File: config.mk
export PLATFORM = sky130hd
export DESIGN_NAME = linear_probe_hash_table_flat
export DESIGN_NICKNAME = d
export VERILOG_FILES = /design/src/rtl/lpht_pkg.sv /design/src/rtl/lpht_req_if.sv /design/src/rtl/lpht_rsp_if.sv /design/src/rtl/lpht_ctrl.sv /design/src/rtl/lpht_datapath.sv /design/src/rtl/linear_probe_hash_table.sv /design/src/flat_wrapper.sv
export SDC_FILE = /design/constraint.sdc
export NUM_CORES = 1
export LEC_CHECK = 0
export BUFFER_PORTS_ARGS = -buffer_cell sky130_fd_sc_hd__clkbuf_2
export CAP_MARGIN = 20
export CORE_UTILIZATION = 46
export DETAILED_ROUTE_END_ITERATION = 12
export PLACE_DENSITY = 0.61
export SYNTH_ARGS = -nofsm -noshare
export SYNTH_HDL_FRONTEND = slang
export SYNTH_SLANG_ARGS = --single-unit
export TNS_END_PERCENT = 10
File: constraint.sdc
create_clock -name clock -period 6.39 [get_ports clock]
set_input_delay 1.278 -clock clock [delete_from_list [all_inputs] [get_ports clock]]
set_output_delay 1.278 -clock clock [all_outputs]
set_load 0.005 [all_outputs]
File: src/rtl/lpht_pkg.sv
// Package for the linear probing hash table: field widths, operation and
// result codes, and the command and status bundles between controller and datapath.
// No dependencies.
package lpht_pkg;

   localparam int KEY_W    = 31;
   localparam int STATUS_W = 2;
   localparam int SLOT_W   = 4;
   localparam int OCC_W    = 5;

   // Bits of the stage counter of the home slot unit (three stages)
   localparam int HCNT_W   = 2;

   typedef enum logic {
      OP_INSERT = 1'b0,
      OP_SEARCH = 1'b1
   } op_type;

   typedef enum logic [STATUS_W-1:0] {
      ST_INSERTED = 2'd0,
      ST_FOUND    = 2'd1,
      ST_MISSING  = 2'd2,
      ST_FULL     = 2'd3
   } status_type;

   // Controller to datapath
   typedef struct packed {
      logic clear_wr;   // write an empty entry at the sweep index
      logic accept;     // latch the request beat
      logic hash_step;  // advance the home slot unit by one stage
      logic load_home;  // point the probe index at the home slot
      logic advance;    // move the probe index to the next slot
      logic finish;     // commit the decision and load the result register
   } cmd_type;

   // Datapath to controller
   typedef struct packed {
      logic hash_done;
      logic clear_last;
      logic probe_done;
      logic out_free;
   } stat_type;

endpackage

File: src/rtl/lpht_req_if.sv
// Request channel of the hash table: valid/ready handshake with op and key.
// Depends on lpht_pkg.
interface lpht_req_if;
   logic                       valid;
   logic                       ready;
   logic                       op;
   logic [lpht_pkg::KEY_W-1:0] key;

   modport source (output valid, output op, output key, input ready);
   modport sink   (input valid, input op, input key, output ready);
endinterface

File: src/rtl/lpht_rsp_if.sv
// Result channel of the hash table: valid/ready handshake with status, slot
// and occupancy. Depends on lpht_pkg.
interface lpht_rsp_if;
   logic                          valid;
   logic                          ready;
   logic [lpht_pkg::STATUS_W-1:0] status;
   logic [lpht_pkg::SLOT_W-1:0]   slot;
   logic [lpht_pkg::OCC_W-1:0]    occupancy;

   modport source (output valid, output status, output slot, output occupancy,
                   input ready);
   modport sink   (input valid, input status, input slot, input occupancy,
                   output ready);
endinterface

File: src/rtl/lpht_ctrl.sv
// Controller of the hash table: clearing sweep, hashing and probe sequencing.
// Depends on lpht_pkg.
module lpht_ctrl (
   input  logic               clock,
   input  logic               reset,
   input  logic               req_valid,
   output logic               req_ready,
   input  lpht_pkg::stat_type stat,
   output lpht_pkg::cmd_type  cmd
);
   import lpht_pkg::*;

   typedef enum logic [3:0] {
      S_CLEAR = 4'b0001,
      S_IDLE  = 4'b0010,
      S_HASH  = 4'b0100,
      S_PROBE = 4'b1000
   } state_type;

   state_type state_ff, state_in;

   always_ff @(posedge clock) begin
      if (reset) begin
         state_ff <= S_CLEAR;
      end else begin
         state_ff <= state_in;
      end
   end

   assign req_ready = (state_ff == S_IDLE);

   always_comb begin
      state_in = state_ff;
      cmd      = '0;
      case (state_ff)
         S_CLEAR: begin
            cmd.clear_wr = 1'b1;
            cmd.advance  = 1'b1;
            if (stat.clear_last) begin
               state_in = S_IDLE;
            end
         end
         S_IDLE: begin
            if (req_valid) begin
               cmd.accept = 1'b1;
               state_in   = S_HASH;
            end
         end
         S_HASH: begin
            if (stat.hash_done) begin
               cmd.load_home = 1'b1;
               state_in      = S_PROBE;
            end else begin
               cmd.hash_step = 1'b1;
            end
         end
         S_PROBE: begin
            if (stat.probe_done) begin
               // hold the decision until the result register is free
               if (stat.out_free) begin
                  cmd.finish = 1'b1;
                  state_in   = S_IDLE;
               end
            end else begin
               cmd.advance = 1'b1;
            end
         end
         default: begin
            state_in = S_CLEAR;
         end
      endcase
   end

endmodule

File: src/rtl/lpht_datapath.sv
// Datapath of the hash table: home slot unit, slot memory, probe index,
// decision logic, stored-key count and result register. Depends on lpht_pkg.
module lpht_datapath #(
   parameter int TABLE_SIZE = 16
) (
   input  logic                           clock,
   input  logic                           reset,
   input  lpht_pkg::cmd_type              cmd,
   output lpht_pkg::stat_type             stat,
   input  logic                           req_op,
   input  logic [lpht_pkg::KEY_W-1:0]     req_key,
   output logic                           rsp_valid,
   input  logic                           rsp_ready,
   output logic [lpht_pkg::STATUS_W-1:0]  rsp_status,
   output logic [lpht_pkg::SLOT_W-1:0]    rsp_slot,
   output logic [lpht_pkg::OCC_W-1:0]     rsp_occupancy
);
   import lpht_pkg::*;

   localparam int  IDX_W = $clog2(TABLE_SIZE);
   localparam int  CNT_W = $clog2(TABLE_SIZE + 1);
   localparam int  SW    = (IDX_W > SLOT_W) ? IDX_W : SLOT_W;
   localparam int  CW    = (CNT_W > OCC_W) ? CNT_W : OCC_W;
   localparam bit  POW2  = ((TABLE_SIZE & (TABLE_SIZE - 1)) == 0);
   localparam logic [IDX_W-1:0] LAST_IDX = IDX_W'(TABLE_SIZE - 1);
   localparam logic [CNT_W-1:0] FULL_CNT = CNT_W'(TABLE_SIZE);

   // Request registers
   logic             op_ff;
   logic [KEY_W-1:0] key_ff;

   always_ff @(posedge clock) begin
      if (cmd.accept) begin
         op_ff  <= req_op;
         key_ff <= req_key;
      end
   end

   // Home slot: key modulo TABLE_SIZE
   logic [IDX_W-1:0] home_ff;

   if (POW2) begin : g_mask
      always_ff @(posedge clock) begin
         if (cmd.accept) begin
            home_ff <= req_key[IDX_W-1:0];
         end
      end
      assign stat.hash_done = 1'b1;
   end else begin : g_recip
      // Reciprocal multiplication: the quotient estimate falls short by at
      // most one, so a single compare and subtract finishes the remainder
      localparam logic [KEY_W-1:0] RECIP   = KEY_W'((64'd1 << KEY_W) / TABLE_SIZE);
      localparam logic [KEY_W-1:0] DIVISOR = KEY_W'(TABLE_SIZE);

      logic [HCNT_W-1:0]  hcnt_ff;
      logic [2*KEY_W-1:0] prod_ff;
      logic [KEY_W-1:0]   rem_ff;
      logic [KEY_W-1:0]   quot;

      assign quot = prod_ff[2*KEY_W-1:KEY_W];

      always_ff @(posedge clock) begin
         if (reset) begin
            hcnt_ff <= '0;
         end else if (cmd.accept) begin
            hcnt_ff <= HCNT_W'(3);
         end else if (cmd.hash_step) begin
            hcnt_ff <= hcnt_ff - HCNT_W'(1);
         end
      end

      // Stages: multiply, subtract the quotient times the size, correct
      always_ff @(posedge clock) begin
         if (cmd.hash_step) begin
            case (hcnt_ff)
               HCNT_W'(3): begin
                  prod_ff <= (2*KEY_W)'(key_ff) * (2*KEY_W)'(RECIP);
               end
               HCNT_W'(2): begin
                  rem_ff <= key_ff - quot * DIVISOR;
               end
               default: begin
                  if (rem_ff >= DIVISOR) begin
                     home_ff <= IDX_W'(rem_ff - DIVISOR);
                  end else begin
                     home_ff <= IDX_W'(rem_ff);
                  end
               end
            endcase
         end
      end
      assign stat.hash_done = (hcnt_ff == '0);
   end

   // Probe index and probe count
   logic [IDX_W-1:0] idx_ff, idx_in, idx_next;
   logic [CNT_W-1:0] n_ff, n_in;

   assign idx_next = (idx_ff == LAST_IDX) ? '0 : idx_ff + IDX_W'(1);

   always_comb begin
      idx_in = idx_ff;
      n_in   = n_ff;
      if (cmd.load_home) begin
         idx_in = home_ff;
         n_in   = '0;
      end else if (cmd.advance) begin
         idx_in = idx_next;
         n_in   = n_ff + CNT_W'(1);
      end
   end

   always_ff @(posedge clock) begin
      if (reset) begin
         idx_ff <= '0;
         n_ff   <= '0;
      end else begin
         idx_ff <= idx_in;
         n_ff   <= n_in;
      end
   end

   assign stat.clear_last = (idx_ff == LAST_IDX);

   // Slot memory: {occupied, key}; read data follows idx_ff
   logic [KEY_W:0] mem [TABLE_SIZE];
   logic [KEY_W:0] rd_ff;
   logic           wr_en;
   logic [KEY_W:0] wr_data;
   logic           ins_ok;

   assign wr_en   = cmd.clear_wr | (cmd.finish & ins_ok);
   assign wr_data = cmd.clear_wr ? {1'b0, {KEY_W{1'b0}}} : {1'b1, key_ff};

   always_ff @(posedge clock) begin
      if (wr_en) begin
         mem[idx_ff] <= wr_data;
      end
      rd_ff <= mem[idx_in];
   end

   // Decision on the slot under the probe index
   logic       probe_all, occ, hit;
   status_type res_status;
   logic [IDX_W-1:0] res_idx;

   assign probe_all = (n_ff == FULL_CNT);
   assign occ       = rd_ff[KEY_W];
   assign hit       = occ & (rd_ff[KEY_W-1:0] == key_ff);

   always_comb begin
      ins_ok = 1'b0;
      if (probe_all) begin
         if (op_ff == OP_INSERT) begin
            res_status = ST_FULL;
            res_idx    = '0;
         end else begin
            res_status = ST_MISSING;
            res_idx    = home_ff;
         end
      end else if (!occ) begin
         res_idx = idx_ff;
         if (op_ff == OP_INSERT) begin
            res_status = ST_INSERTED;
            ins_ok     = 1'b1;
         end else begin
            res_status = ST_MISSING;
         end
      end else begin
         res_status = ST_FOUND;
         res_idx    = idx_ff;
      end
   end

   assign stat.probe_done = probe_all | !occ | ((op_ff == OP_SEARCH) & hit);

   // Stored-key count
   logic [CNT_W-1:0] count_ff, count_in;

   assign count_in = (cmd.finish & ins_ok) ? count_ff + CNT_W'(1) : count_ff;

   always_ff @(posedge clock) begin
      if (reset) begin
         count_ff <= '0;
      end else begin
         count_ff <= count_in;
      end
   end

   // Result register
   logic             rsp_valid_ff, rsp_valid_in;
   logic [STATUS_W-1:0] status_ff;
   logic [SLOT_W-1:0]   slot_ff;
   logic [OCC_W-1:0]    occ_ff;
   logic [SW-1:0]       slot_ext;
   logic [CW-1:0]       cnt_ext;

   assign slot_ext = SW'(res_idx);
   assign cnt_ext  = CW'(count_in);

   always_comb begin
      rsp_valid_in = rsp_valid_ff;
      if (cmd.finish) begin
         rsp_valid_in = 1'b1;
      end else if (rsp_ready) begin
         rsp_valid_in = 1'b0;
      end
   end

   always_ff @(posedge clock) begin
      if (reset) begin
         rsp_valid_ff <= 1'b0;
      end else begin
         rsp_valid_ff <= rsp_valid_in;
      end
   end

   always_ff @(posedge clock) begin
      if (cmd.finish) begin
         status_ff <= res_status;
         slot_ff   <= slot_ext[SLOT_W-1:0];
         occ_ff    <= cnt_ext[OCC_W-1:0];
      end
   end

   assign stat.out_free = !rsp_valid_ff | rsp_ready;
   assign rsp_valid     = rsp_valid_ff;
   assign rsp_status    = status_ff;
   assign rsp_slot      = slot_ff;
   assign rsp_occupancy = occ_ff;

endmodule

File: src/rtl/linear_probe_hash_table.sv
// Top level of the linear probing hash table: controller plus datapath.
// Depends on lpht_pkg, lpht_req_if, lpht_rsp_if, lpht_ctrl, lpht_datapath.
//
// Usage:
//   req_ch carries one operation per beat: op (insert or search) and a
//   31-bit key. rsp_ch returns exactly one beat per request: status
//   (inserted, found, not found, table full), slot index and the number
//   of stored keys after the operation.
//   One request is in work at a time. From the request beat, the probe
//   starts at the home slot and steps over 0 to TABLE_SIZE slots before
//   the result beat is valid. The probe loop reads one slot of the slot
//   memory per cycle. When TABLE_SIZE is not a power of two the home slot
//   comes from a reciprocal-multiply remainder unit that multiplies,
//   subtracts and corrects in turn.
//   The next request is taken the cycle after the result is loaded.
//   Reset starts a clearing pass that marks every slot empty; req_ch.ready
//   stays low until it ends.
//   A stalled result is held in the output register; a finished probe
//   waits for that register to drain before it commits.
module linear_probe_hash_table #(
   parameter int TABLE_SIZE = 16
) (
   input  logic       clock,
   input  logic       reset,
   lpht_req_if.sink   req_ch,
   lpht_rsp_if.source rsp_ch
);
   import lpht_pkg::*;

   cmd_type  cmd;
   stat_type stat;

   lpht_ctrl u_ctrl (
      .clock     (clock),
      .reset     (reset),
      .req_valid (req_ch.valid),
      .req_ready (req_ch.ready),
      .stat      (stat),
      .cmd       (cmd)
   );

   lpht_datapath #(
      .TABLE_SIZE (TABLE_SIZE)
   ) u_datapath (
      .clock         (clock),
      .reset         (reset),
      .cmd           (cmd),
      .stat          (stat),
      .req_op        (req_ch.op),
      .req_key       (req_ch.key),
      .rsp_valid     (rsp_ch.valid),
      .rsp_ready     (rsp_ch.ready),
      .rsp_status    (rsp_ch.status),
      .rsp_slot      (rsp_ch.slot),
      .rsp_occupancy (rsp_ch.occupancy)
   );

endmodule

File: src/flat_wrapper.sv
// flat-port wrapper written by rule: the top's interface ports become plain ports
module linear_probe_hash_table_flat import lpht_pkg::*;
#(
   parameter int TABLE_SIZE = 16
)
  (clock, reset, req_ch_valid, req_ch_op, req_ch_key, req_ch_ready, rsp_ch_valid, rsp_ch_status, rsp_ch_slot, rsp_ch_occupancy, rsp_ch_ready);
  lpht_req_if req_ch_i ();
  lpht_rsp_if rsp_ch_i ();
  input  logic clock;
  input  logic reset;
  input wire logic [$bits(req_ch_i.valid)-1:0] req_ch_valid;
  input wire logic [$bits(req_ch_i.op)-1:0] req_ch_op;
  input wire logic [$bits(req_ch_i.key)-1:0] req_ch_key;
  output wire logic [$bits(req_ch_i.ready)-1:0] req_ch_ready;
  output wire logic [$bits(rsp_ch_i.valid)-1:0] rsp_ch_valid;
  output wire logic [$bits(rsp_ch_i.status)-1:0] rsp_ch_status;
  output wire logic [$bits(rsp_ch_i.slot)-1:0] rsp_ch_slot;
  output wire logic [$bits(rsp_ch_i.occupancy)-1:0] rsp_ch_occupancy;
  input wire logic [$bits(rsp_ch_i.ready)-1:0] rsp_ch_ready;
  assign req_ch_i.valid = req_ch_valid;
  assign req_ch_i.op = req_ch_op;
  assign req_ch_i.key = req_ch_key;
  assign req_ch_ready = req_ch_i.ready;
  assign rsp_ch_valid = rsp_ch_i.valid;
  assign rsp_ch_status = rsp_ch_i.status;
  assign rsp_ch_slot = rsp_ch_i.slot;
  assign rsp_ch_occupancy = rsp_ch_i.occupancy;
  assign rsp_ch_i.ready = rsp_ch_ready;
  linear_probe_hash_table #(.TABLE_SIZE(TABLE_SIZE)) u_core (.clock(clock), .reset(reset), .req_ch(req_ch_i), .rsp_ch(rsp_ch_i));
endmodule
== After elaboration in Yosys (flattened, before gate mapping) ==
Memory sizes are Yosys's and may differ from the RTL's. A register that Yosys moved wholly into a read port is not among the register bits.
Index checks and enable logic that the tools add are counted.
Cells by class
  add/sub/neg operators: 3
  equality and inequality tests: 11
  mux-type cells: 32
  bitwise gates (word level): 7
  reductions and logical operators: 5
Operators with widths (number)
  4-bit 2-to-1 mux: 9
  32-bit 2-to-1 mux: 1
  31-bit equality test: 1
  1-bit 2-to-1 mux: 16
  4-bit one-hot mux with 4 select lines: 1
  5-bit by 1-bit adder with 5-bit output (second input constant): 2
  4-bit equality test (second input constant): 2
  2-bit 2-to-1 mux: 3
  2-bit by 1-bit inequality test with 1-bit output (second input constant): 3
  5-bit equality test (second input constant): 1
  5-bit 2-to-1 mux: 1
  4-bit by 1-bit adder with 4-bit output (second input constant): 1
  4-bit by 1-bit equality test with 1-bit output (second input constant): 1
  4-bit by 2-bit equality test with 1-bit output (second input constant): 1
  4-bit by 3-bit equality test with 1-bit output (second input constant): 1
  1-bit OR: 4
  4-bit AND reduction: 1
  1-bit AND: 3
  1-bit logical NOT: 2
  2-bit inequality test (second input constant): 1
  1-bit one-hot mux with 2 select lines: 1
  2-bit nonzero test: 1
  2-bit OR reduction: 1
Storage, ports and cells
  register bits after elaboration: 66
  bits in writable memories: 512
  bits of input ports: 36
  output and inout bits: 13
  word-level logic and storage cells: 70
  memories kept: 1
Memory list
  u_core.u_datapath.mem: words 16, bits a word 32, read ports 1, clocked after Yosys merged registers in 1, wr ports 1, line lpht_datapath.sv:126  | logic [KEY_W:0] mem [TABLE_SIZE];

== Longest topological paths before layout ==
  word-level depth: 10
  mapped depth: 14
  depth with buffers taken out: 11

== Modules after synthesis ==
Synthesis repeated with hierarchy kept, for this count alone.
Second synthesis, totals
  cell total of the unflattened synthesis: 1544
  area total of the unflattened synthesis: 25042.8 um^2
By module, submodules not included
  lpht_datapath: instances 1, cells each 1504, area an instance 24716.2 um^2, sequential area each 17606.9 um^2
  lpht_ctrl: instances 1, cells each 40, area an instance 326.6 um^2, sequential area each 80.1 um^2

== Worst setup path after synthesis ==
No wires, ideal clock.
  kind: input -> register
  start point: in rsp_ch_ready
  end point: mem u_core.u_datapath.mem[0][0] (netlist bit), enable pin
  setup time: 0.461 ns
  arrival: 4.699 ns
  required time: 5.929 ns
  slack: 1.230 ns
  stages on the path: 6
  path buffers: 0
  path through: nor2b_1 nand2b_1 nor4b_1 or2_2 nand2_1 nor3_1
Between the ends
  cells in the longest elaborated chain, start to end: 8
Ends and longest elaborated chain
  start: declaration: line flat_wrapper.sv:19  | input wire logic [$bits(rsp_ch_i.ready)-1:0] rsp_ch_ready;
  1-bit OR: line lpht_datapath.sv:226  | assign stat.out_free = !rsp_valid_ff | rsp_ready;
  1-bit 2-to-1 mux: line lpht_ctrl.sv:60  | if (stat.out_free) begin
  1-bit 2-to-1 mux: line lpht_ctrl.sv:58  | if (stat.probe_done) begin
  1-bit 2-to-1 mux: line lpht_ctrl.sv:35  | case (state_ff)
  1-bit AND: line lpht_datapath.sv:132  | assign wr_en = cmd.clear_wr | (cmd.finish & ins_ok);
  1-bit OR: line lpht_datapath.sv:132
  1-bit 2-to-1 mux: line lpht_datapath.sv:136  | if (wr_en) begin
  1-bit 2-to-1 mux (implied by the code): line lpht_datapath.sv:137  | mem[idx_ff] <= wr_data;
  end: declaration: line lpht_datapath.sv:126
No other way between the ends.

== Worst setup path after layout ==
  start point: reg u_core.u_datapath.key_ff[3]
  end point: reg u_core.u_datapath.rd_ff[20], read port of u_core.u_datapath.mem
Between the ends
  cells in the longest elaborated chain, start to end: 8
Ends and longest elaborated chain
  start: declaration: line lpht_datapath.sv:30  | logic [KEY_W-1:0] key_ff;
  start signal: assignment: line lpht_datapath.sv:35  | key_ff <= req_key;
  31-bit equality test: line lpht_datapath.sv:149  | assign hit = occ & (rd_ff[KEY_W-1:0] == key_ff);
  1-bit AND: line lpht_datapath.sv:149
  1-bit AND: line lpht_datapath.sv:175  | assign stat.probe_done = probe_all | !occ | ((op_ff == OP_SEARCH) & hit);
  1-bit OR: line lpht_datapath.sv:175
  1-bit 2-to-1 mux: line lpht_ctrl.sv:58
  1-bit one-hot mux with 2 select lines: line lpht_ctrl.sv:35
  4-bit 2-to-1 mux: line lpht_datapath.sv:107  | end else if (cmd.advance) begin
  4-bit 2-to-1 mux: line lpht_datapath.sv:104  | if (cmd.load_home) begin
  end: declaration: line lpht_datapath.sv:127  | logic [KEY_W:0] rd_ff;
No other way between the ends.
A chain may end at the register's enable or synchronous reset.

==> metrics.md <==
| Metric | Value |
|---|---|
| Outcome | `completed` |
| Multi-input gate area | `5570 um^2` |
| DP HPWL | `between 20000 and 30000 um` |
| Crit path capture type | `flip-flop` |
| CTS tree | `yes` |
| Clock transition at path regs | `60 ps` |
| Routed Wire Length | `55500 um` |
| Synth area leader | `edfxtp_1` |
| CP Max Fanout | `roughly 140` |
| Antenna cells | `0` |
| Sequential fraction of the synthesis area | `0.753` |
| Post-CTS Hold Buffers | `0` |
| Hold Crit Class | `reg2reg` |
| Via count | `12400` |
| Data arrival, critical path | `approximately 5600 ps` |
| Mapped Nets | `1451` |
| Clock Skew | `26.5 ps` |
| Via count of the first global-routing pass | `12300` |
| Relative slew slack | `0.274` |
| DR WL/cell | `around 25 um` |
| Die area | `slightly above 50000 um^2` |
| Routability Congestion | `approximately 0.75` |
| Final Cycle Share | `0.791` |
| H-tree depth | `2` |
| Root Driver | `clkbuf_16` |
| FP Rows | `82` |
| DRT antenna net count | `0` |
| Post-synth top area share | `0.709` |
| Starting Density | `0.467` |
| Commonest non-fill, non-tap cell in the layout | `edfxtp_1` |
| Drt initial violations | `1065` |
| Final core utilization | `0.530` |
| Num CTS Buffers | `61` |
| Ys Warns | `0` |
| Worst-margin pin slew | `1090 ps` |
| IO Port Bufs | `48` |
| Synth Flop Type | `edfxtp_1` |
| Ports | `49` |
| RSZ-0062 raised after global routing | `no` |
| Die Width | `228 um` |
| Critical Path RT | `between 6000 and 7000 ps` |
| Hold_ws | `540 ps` |
| Layout area overhead | `13.4%` |
| Drt pass-1 iters | `6` |
| CTS Sinks | `606` |
| Fin Setup TNS | `0 ps` |
| Fmax | `0.198 GHz` |
| P_leak | `0.00947 uW` |
| Mapped Area | `about 23000 um^2` |
| FF+latch area | `17700 um^2` |
| Setup CP Type | `reg2reg` |
| MaxCap Viol Count | `0` |
| # resized after CTS | `0` |
| PD cells | `395 nW/um^2` |
| Residual DRC | `0` |
| Peak supply drop | `0.400 mV` |
| CP Launch Type | `flip-flop` |
| Core ar. | `50300 um^2` |
| Clk Latency, worst-skew pair | `650 ps` |
| Largest net degree at the start of global routing | `136` |
| Die Y | `228 um` |
| Global route overflow | `0` |
| Total Power | `10500 uW` |
| Post-synthesis cell type count | `between 40 and 50` |
| Total global-route track usage | `0.214` |
| Clk buf depth | `3` |
| Area contributors post-synth | `edfxtp_1 (71%), mux2i_1 (9.6%), dfxtp_1 (4.3%), nor3_1 (2.2%), o22ai_1 (1.7%)` |
| Final net count | `1519` |
| Max-slew violation count | `0` |
| Vias/cell | `5.64` |
| Fin crit period | `5060 ps` |
| Mean Syn Cell Area | `around 17 um^2` |
| Final Hold Fails | `0` |
| Post-DP Area | `24600 um^2` |
| Setup-failing EPs final | `0` |
| Synthesized instance count | `about 1400` |
| EDFF count, synth | `around 560` |
| Post-route design area | `roughly 27000 um^2` |
| Initial antenna violation count | `0` |
| Setup bufs post-CTS | `0` |
| Commonest non-fill, non-tap cells in the layout | `edfxtp_1 (555), mux2i_1 (225), nor3_1 (97)` |
| Synth Register Bits | `approximately 600` |
| First-pass GRT wire length | `81800 um` |
| Async SR Flop Fraction | `0` |
| Fillcell total | `4049` |
| Ratio of cells with drive above 1 in the final layout | `0.160` |
[power by group]
group,switching (uW),leakage [uW],internal (uW),total [uW]
Sequential,125,0.00558,4730,4850
Clock,1520,0.000995,2030,3550
Combinational,1330,0.00290,793,2120
Total,2980,0.00947,7550,10500
[cells in the mapped netlist (3+ instances only)]
library cell / number
a21oi_1: 9
and2_1: 35
buf_1: 3
buf_2: 15
buf_4: 12
buf_6: 3
clkbuf_1: 41
dfxtp_1: 51
edfxtp_1: 555
ha_1: 7
inv_1: 9
mux2_2: 34
mux2i_1: 225
nand2_1: 56
nand2b_1: 4
nand3_1: 5
nand4_1: 12
nor2_1: 54
nor2b_1: 10
nor3_1: 101
o21ai_0: 7
o221ai_1: 32
o22ai_1: 64
xnor2_1: 35
xor2_1: 4
[area by class of cell]
cell class	instances	share of cell area
clock inverters	29	0.0106
well taps	672	0.0316
flip-flops and latches	606	0.664
multi-input cells	719	0.209
clock buffers	85	0.0652
repair buffers	79	0.0187
inverters	9	0.00127
[cells by family after synthesis]
kind of cell | count (synthesis) | share of synthesized area
AOI/OAI and AO/OA | 123 | 0.0371
xor gates and xnor gates | 39 | 0.0145
adders and majority gates | 7 | 0.00373
buffers and inverters | 83 | 0.0169
DFF | 606 | 0.753
muxes | 259 | 0.112
and+or+nand+nor | 291 | 0.0628
[sequential cells by signal, summed over array words and instances (netlist names)]
name and cells:
u_core.u_datapath.rsp_valid 1, u_core.u_datapath.n_ff 5, u_core.u_datapath.key_ff 31, u_core.u_datapath.rd_ff 32, u_core.u_datapath.mem 512, u_core.u_ctrl.state_ff 4, u_core.u_datapath.rsp_occupancy 5, u_core.u_datapath.count_ff 5
u_core.u_datapath.rsp_status 2, u_core.u_datapath.op_ff 1, u_core.u_datapath.rsp_slot 4, u_core.u_datapath.idx_ff 4
[final timing paths]
| kind | startpoint | end | slack [ps] | cells after the start |
|---|---|---|---|---|
| worst max-delay path | u_core.u_datapath.key_ff[3]$_DFFE_PP_ | u_core.u_datapath.rd_ff[20]$_DFF_P_ | 1330 | 11 |
| worst min-delay path | u_core.u_datapath.n_ff[4]$_SDFFE_PP0N_ | u_core.u_datapath.n_ff[4]$_SDFFE_PP0N_ | 540 | 2 |
| worst max register to register | u_core.u_datapath.key_ff[3]$_DFFE_PP_ | u_core.u_datapath.rd_ff[20]$_DFF_P_ | 1330 | 11 |
| worst min register to register | u_core.u_datapath.n_ff[4]$_SDFFE_PP0N_ | u_core.u_datapath.n_ff[4]$_SDFFE_PP0N_ | 540 | 2 |
[critical path, stage by stage, from the launching register on]
cell      delay, ps
edfxtp_1        570
xnor2_1         500
nand4_1         200
nor4_1          550
nand2_1         340
a211oi_1        340
a221o_4         540
buf_12          700
mux2i_1         360
o22ai_1         140
nor3_1          370
o221ai_1        160
[routing by layer]
metal,GRT usage,vias to the layer above,wire [um]
met2,0.348,363,26300
li1,-,5608,-
met1,0.300,6353,25000
met4,0.0541,0,1180
met3,0.0361,79,3070
met5,0,-,0
[stage by stage]
step	setup slack, ps	instances
after floorplan	1230	1408
after global placement	1450	2084
after detailed placement	1460	2084
after CTS	1440	2198
after global routing	1280	2199
final	1330	2199
No activity file was read; power rests on OpenSTA's default activity.
